===== config.mk =====
export PLATFORM = sky130hd
export DESIGN_NAME = cppo_isqrt
export DESIGN_NICKNAME = d
export VERILOG_FILES = /design/src/rtl/core/cppo_pkg.sv /design/src/rtl/core/cppo_isqrt.sv
export SDC_FILE = /design/constraint.sdc
export NUM_CORES = 2
export LEC_CHECK = 0
export BUFFER_PORTS_ARGS = -buffer_cell sky130_fd_sc_hd__buf_2
export CAP_MARGIN = 10
export CORE_AREA = 2 2 529 531
export CTS_BUF_LIST = sky130_fd_sc_hd__clkbuf_16
export DETAILED_ROUTE_END_ITERATION = 12
export DIE_AREA = 0 0 531 533
export HOLD_SLACK_MARGIN = 0.12
export MAX_ROUTING_LAYER = met4
export PLACE_DENSITY = 0.58
export SYNTH_ARGS = -nofsm -noshare
export SYNTH_HDL_FRONTEND = slang
export SYNTH_MEMORY_MAX_BITS = 65536
export SYNTH_SLANG_ARGS = --single-unit

===== constraint.sdc =====
create_clock -name clk -period 4.6 [get_ports clk]
set_input_delay 0.46 -clock clk [delete_from_list [all_inputs] [get_ports clk]]
set_output_delay 0.46 -clock clk [all_outputs]
set_load 0.1 [all_outputs]

===== src/rtl/core/cppo_pkg.sv =====
// Shared types and constants for the cylinder pair overlap and push-out pipeline.
// No dependencies; every other file in rtl/core imports this package.
`timescale 1ns / 1ps
`default_nettype none

package cppo_pkg;

    localparam int COORD_W    = 32;   // signed Q16.16 coordinate
    localparam int DIM_W      = 31;   // unsigned Q15.16 radius or height
    localparam int MAG_W      = 32;   // magnitude of a coordinate difference
    localparam int SQ_W       = 64;   // squares and products of magnitudes
    localparam int N2_W       = 128;  // square of a push numerator
    localparam int QUO_W      = 66;   // quotient of 4*n^2 / len_sq
    localparam int DIV_STEPS  = QUO_W;
    localparam int ROOT_W     = 33;   // floor root of the quotient
    localparam int SQRT_STEPS = ROOT_W;
    localparam int SQ_REM_W   = 34;   // partial remainder of the root stages
    localparam int FRONT_LAT  = 6;
    localparam int MID_LAT    = DIV_STEPS + SQRT_STEPS;
    localparam int TOTAL_LAT  = FRONT_LAT + MID_LAT + 2;

    typedef struct packed {
        logic signed [COORD_W-1:0] a_x;
        logic signed [COORD_W-1:0] a_y;
        logic signed [COORD_W-1:0] a_z;
        logic        [DIM_W-1:0]   a_radius;
        logic        [DIM_W-1:0]   a_height;
        logic signed [COORD_W-1:0] b_x;
        logic signed [COORD_W-1:0] b_y;
        logic signed [COORD_W-1:0] b_z;
        logic        [DIM_W-1:0]   b_radius;
        logic        [DIM_W-1:0]   b_height;
    } in_item_t;

    typedef struct packed {
        logic                      hit;
        logic signed [COORD_W-1:0] out_x;
        logic signed [COORD_W-1:0] out_y;
        logic signed [COORD_W-1:0] out_z;
    } out_item_t;

    typedef struct packed {
        logic signed [COORD_W-1:0] a_x;
        logic signed [COORD_W-1:0] a_z;
        logic signed [COORD_W-1:0] b_x;
        logic signed [COORD_W-1:0] b_y;
        logic signed [COORD_W-1:0] b_z;
    } coord_t;

    typedef struct packed {
        logic   hit;
        logic   zero;
        logic   neg_x;
        logic   neg_z;
        coord_t pos;
    } side_t;

    typedef struct packed {
        side_t             side;
        logic [SQ_W-1:0]   len_sq;
        logic [N2_W-1:0]   n2_x;
        logic [N2_W-1:0]   n2_z;
    } front_t;

endpackage

`default_nettype wire


===== src/rtl/core/cppo_isqrt.sv =====
// Pipelined integer square root, one root bit per stage (bit-pair recurrence).
// Depends on cppo_pkg.
`timescale 1ns / 1ps
`default_nettype none

module cppo_isqrt (
    input  logic                        clk,
    input  logic                        adv,
    input  logic [cppo_pkg::QUO_W-1:0]  rad,
    output logic [cppo_pkg::ROOT_W-1:0] root
);
    import cppo_pkg::*;

    logic [SQ_REM_W-1:0] rem_reg  [SQRT_STEPS];
    logic [ROOT_W-1:0]   root_reg [SQRT_STEPS];
    logic [QUO_W-1:0]    rad_reg  [SQRT_STEPS];
    logic [SQ_REM_W-1:0] rem_next  [SQRT_STEPS];
    logic [ROOT_W-1:0]   root_next [SQRT_STEPS];

    for (genvar k = 0; k < SQRT_STEPS; k++)
    begin : g_step
        localparam int PAIR = SQRT_STEPS - 1 - k;
        logic [SQ_REM_W-1:0] rem_in;
        logic [ROOT_W-1:0]   root_in;
        logic [QUO_W-1:0]    rad_in;
        logic [SQ_REM_W+1:0] cur, trial, diff;
        logic                take;

        if (k == 0)
        begin : g_first
            assign rem_in  = '0;
            assign root_in = '0;
            assign rad_in  = rad;
        end
        else
        begin : g_rest
            assign rem_in  = rem_reg[k-1];
            assign root_in = root_reg[k-1];
            assign rad_in  = rad_reg[k-1];
        end

        assign cur   = {rem_in, rad_in[2*PAIR+1 -: 2]};
        assign trial = {1'b0, root_in, 2'b01};
        assign diff  = cur - trial;
        assign take  = (cur >= trial);
        assign rem_next[k]  = take ? diff[SQ_REM_W-1:0] : cur[SQ_REM_W-1:0];
        assign root_next[k] = {root_in[ROOT_W-2:0], take};

        always_ff @(posedge clk)
        begin
            if (adv)
            begin
                rem_reg[k]  <= rem_next[k];
                root_reg[k] <= root_next[k];
                rad_reg[k]  <= rad_in;
            end
        end
    end

    assign root = root_reg[SQRT_STEPS-1];

endmodule

`default_nettype wire


# [Word level (Yosys, flattened, before mapping)]
# Memory sizes are Yosys's and may differ from the RTL's.
# Index checks and enable logic that the tools add are counted.
# Widths: inputs -> output; s select.
[op_classes] n_addsub=33 n_lt_le_gt_ge=33 n_mux=35
[op_table] op="$ge 36x35->1" n=32
[op_table] op="$mux 34" n=33
[op_table] op="$sub 34x34->34" n=32
[op_table] op="$sub 2x1->3 const B" n=1
[op_table] op="$ge 2x1->1 const B" n=1
[op_table] op="$mux 1" n=2
[totals] regBits=0 mem_bits_rw=4389 inputBits=68 output_inout_bits=33 elab_cells=104 n_memories=3
[memory_table] name="rad_reg" words=33 width=66 read_ports=32 rd_clocked_by_memory_dff=0 write_ports=33 line="cppo_isqrt.sv:16" text="logic [QUO_W-1:0] rad_reg [SQRT_STEPS];"
[memory_table] name="rem_reg" words=33 width=34 read_ports=32 rd_clocked_by_memory_dff=0 write_ports=33 line="cppo_isqrt.sv:14" text="logic [SQ_REM_W-1:0] rem_reg [SQRT_STEPS];"
[memory_table] name="root_reg" words=33 width=33 read_ports=33 rd_clocked_by_memory_dff=0 write_ports=33 line="cppo_isqrt.sv:15" text="logic [ROOT_W-1:0] root_reg [SQRT_STEPS];"

# [Longest topological paths before layout]
# An unclocked memory read counts as a cell.
[depth] depth_word=3 depth_mapped=14 mapped_depth_nobuf=12

# [Worst setup path before layout]
# No wires, ideal clock.
[synth_timing] kind="reg2reg" start="memory rem_reg[23][0], in the netlist rem_reg[0][782]" end="memory rem_reg[24][5], in the netlist rem_reg[0][821], data pin" setup_time_ps=260 arrival_ps=3070 t_required_ps=4340 path_slack_ps=1270 stages_incl_launch_ff=12 path_buffers=1 period_less_slack_ps=3330 cell_sequence="edfxtp_1 > ha_1 > nor2b_1 > o21ai_0 > a21oi_1 > or3_1 > a221o_1 > a31oi_1 > o311a_1 > inv_2 > clkbuf_1 > mux2_2"
[synth_lines] item="start, declared" line="cppo_isqrt.sv:14"

==> flow_summary_export.csv <==
group,metric,value,unit
run_status,status,"complete, no violations",
logic_synthesis,synth_edf_count,2654,
logic_synthesis,synth_area_leaders,"edfxtp_1, ha_1, xnor2_1",
timing,worst_hold_slack,281.1,ps
detailed_routing,routed_wl,256000,µm
setup_path,crit_required,5240,ps
logic_synthesis,synth_cell_types,94,
detailed_routing,first_pass_iters,5,
finish,final_nets,10660,
logic_synthesis,synth_seq_cells,2654,
clocking,cts.sinks,2654,
placement,placed_cell_area,129500,µm²
timing,grt_setup_unrepaired,"no",
logic_synthesis,synth_fp_nets,10303,
pwr,p_leak,53.74,nW
clocking,ctsHoldBuffers,68,
floorplan,ios,101,
placement,place_congestion,0.9250,
clocking,ctsHtreeMaxLevel,5,
finish,layout-drive-gt1-share,7.772,%
logic_synthesis,yosysSeqAreaShare,64.21,%
placement,dp_slack,599.5,ps
run,cap_violations,0,
detailed_routing,drc,0,
clocking,cts_tree,"yes",
timing,fmax,0.2446,GHz
global_routing,grt_pass1_vias,73759,
logic_synthesis,synth_cells,9639,
clocking,path_clk_slew,60,ps
floorplan,start_util,44.65,%
setup_path,arrival,4730,ps
floorplan,coreArea,277900,µm²
pwr,p_int,50.96,mW
timing,period_needed,4088,ps
logic_synthesis,synth_top_cell_by_area,"edfxtp_1",
logic_synthesis,yosysTopAreaCellShare,64.21,%
timing,worst_pin_slew,1119,ps
finish,largest_reg_flops,1056,
setup_path,critPathKind,"flop to flop",
logic_synthesis,yosysWarningCount,0,
timing,finalSetupTns,0,ps
global_routing,met1_usage,23.65,%
pwr,p_sw_share,28.74,%
global_routing,met3_usage,2.135,%
logic_synthesis,async_flop_share,0,%
logic_synthesis,netlist_area,124100,µm²
logic_synthesis,yosys-top-cells-count,"edfxtp_1, inv_1, a21oi_1, nand2_1, nor2_1",
detailed_routing,ant_nets,0,
clocking,clock_path_buffers,4,
placement,place_inst,13353,
floorplan,dieArea,283000,µm²
timing,finalSetupViolCount,0,
detailed_routing,vias,74604,
timing,period_share,88.87,%
detailed_routing,routedWlPerCell,18.34,µm
pwr,p_per_area,511.3,nW/µm²
clocking,cts.repair.resized,0,
pwr,p_seq_share,45.8,%
floorplan,die_w,531,µm
timing,maxSlewViolCount,0,
timing,finalWorstSetupSlack,511.9,ps
timing,fin_skew,31.89,ps
floorplan,die_height,533,µm
floorplan,row_count,194,
clocking,clk_latency,890,ps
global_routing,grt_overflow,0,
timing,relSlewSlack,25.41,%
hold_path,hp-class,"input port to flop",
pwr,finalPower,71.51,mW
setup_path,endpoint_kind,"flop",
finish,area_growth,12.70,%
placement,post-dp-hpwl,181700,µm
clocking,numCtsBuffers,297,
global_routing,met2_usage,30.23,%
pwr,p_clk_share,32.6,%
placement,port_buffers,100,
clocking,cts_root_buf,"clkbuf_16",
global_routing,top_usage_layer,"met2",
pwr,combinationalPowerShare,21.6,%
global_routing,grt_pass1_wl,405400,µm
global_routing,grt_max_degree,178,
finish,fin_cells,13957,
clocking,postCtsSetupBuffers,0,
logic_synthesis,ys.flop_type,"edfxtp_1",
finish,utilization,50.33,%
global_routing,track_usage,18.34,%
setup_path,crit_fanout,61,
pwr,p_switching,20.55,mW
detailed_routing,viasPerCell,5.345,
timing,timing_hold_violations_final,0,
setup_path,worstSetupStartpointType,"flop",
logic_synthesis,avgSynthCellArea,12.88,µm²
pwr,ir_drop,310.2,µV
logic_synthesis,yosysMostFrequentCell,"edfxtp_1",
detailed_routing,drt-initial-drc-count,5643,
global_routing,antenna_found_initial,3,
finish,design_area,139900,µm²
final timing paths:
check        slack, ps          endpoint              from  depth (start not counted)
max                510  rem_reg[0][1067]  rem_reg[0][1022]                         10
min                280    rad_reg[0][57]           rad[57]                          2
max reg2reg        510  rem_reg[0][1067]  rem_reg[0][1022]                         10
min reg2reg        400   rad_reg[0][373]   rad_reg[0][307]                          0
power by group through the flow:
stage / Combinational, mW / Sequential, mW / Clock (mW)
2_1_floorplan: 11.3 / 32.4 / 0
6_report: 15.4 / 32.8 / 23.3
4_1_cts: 15.3 / 32.8 / 24.2
5_1_grt: 17.1 / 33.1 / 25.0
3_5_place_dp: 15.2 / 33.3 / 0
3_3_place_gp: 15.0 / 33.3 / 0
worst max-delay path, stage by stage, from the launching register on:
cell      delay (ps)
edfxtp_1         410
ha_1             380
o211ai_1         130
a21oi_1          320
o211ai_1         160
o211ai_1         270
a221oi_1         210
buf_4            190
o21ai_0          290
a41o_2           990
mux2_2           420
cells in the final DEF, fill, tap and decap left out, drive strengths merged, types with 21 or more instances in the layout:
master	n
dlygate4sd3	68
clkbuf	306
and2	31
clkinv	115
bufinv	31
nand3	152
nand4	107
o21ai	426
nor3	210
a211oi	48
nor2b	78
xnor2	469
a21oi	689
buf	191
o2111ai	21
nand3b	25
o211ai	36
a21boi	26
a21o	270
and3	50
ha	596
nor4	130
nor2	627
o21bai	66
nand2b	125
nor3b	21
mux2	102
or3	100
or4	60
o21a	95
or2	37
nand2	642
edfxtp	2654
a31oi	58
inv	829
xor2	406
o31ai	56
metal layers:
metal	share of wire (%)	routed length [µm]
met2	49	124900
met5	0	0
met4	3.1	7933
met3	4.0	10140
met1	44	113000
area by class of cell:
class                   count  area, µm²
clock inverters           226       1977
repair buffers            259       2155
clock buffers             306       7657
inverters                 767       2879
diodes                      4      10.01
fillers                 23840     138100
well taps                3724       4659
flip-flops and latches   2654      79700
multi-input cells        6017      40840
cell families after synthesis:
kind of cell	count (synthesis)	synth area share (%)
compound gates	1977	9.921
simple gates	2456	9.717
other cells	1	0.003022
fa+ha+maj	596	6.009
xor+xnor	875	6.175
buf+inv	968	2.955
mux	112	1.006
flops	2654	64.21
Note: power is estimated with default switching activity, not from simulation.
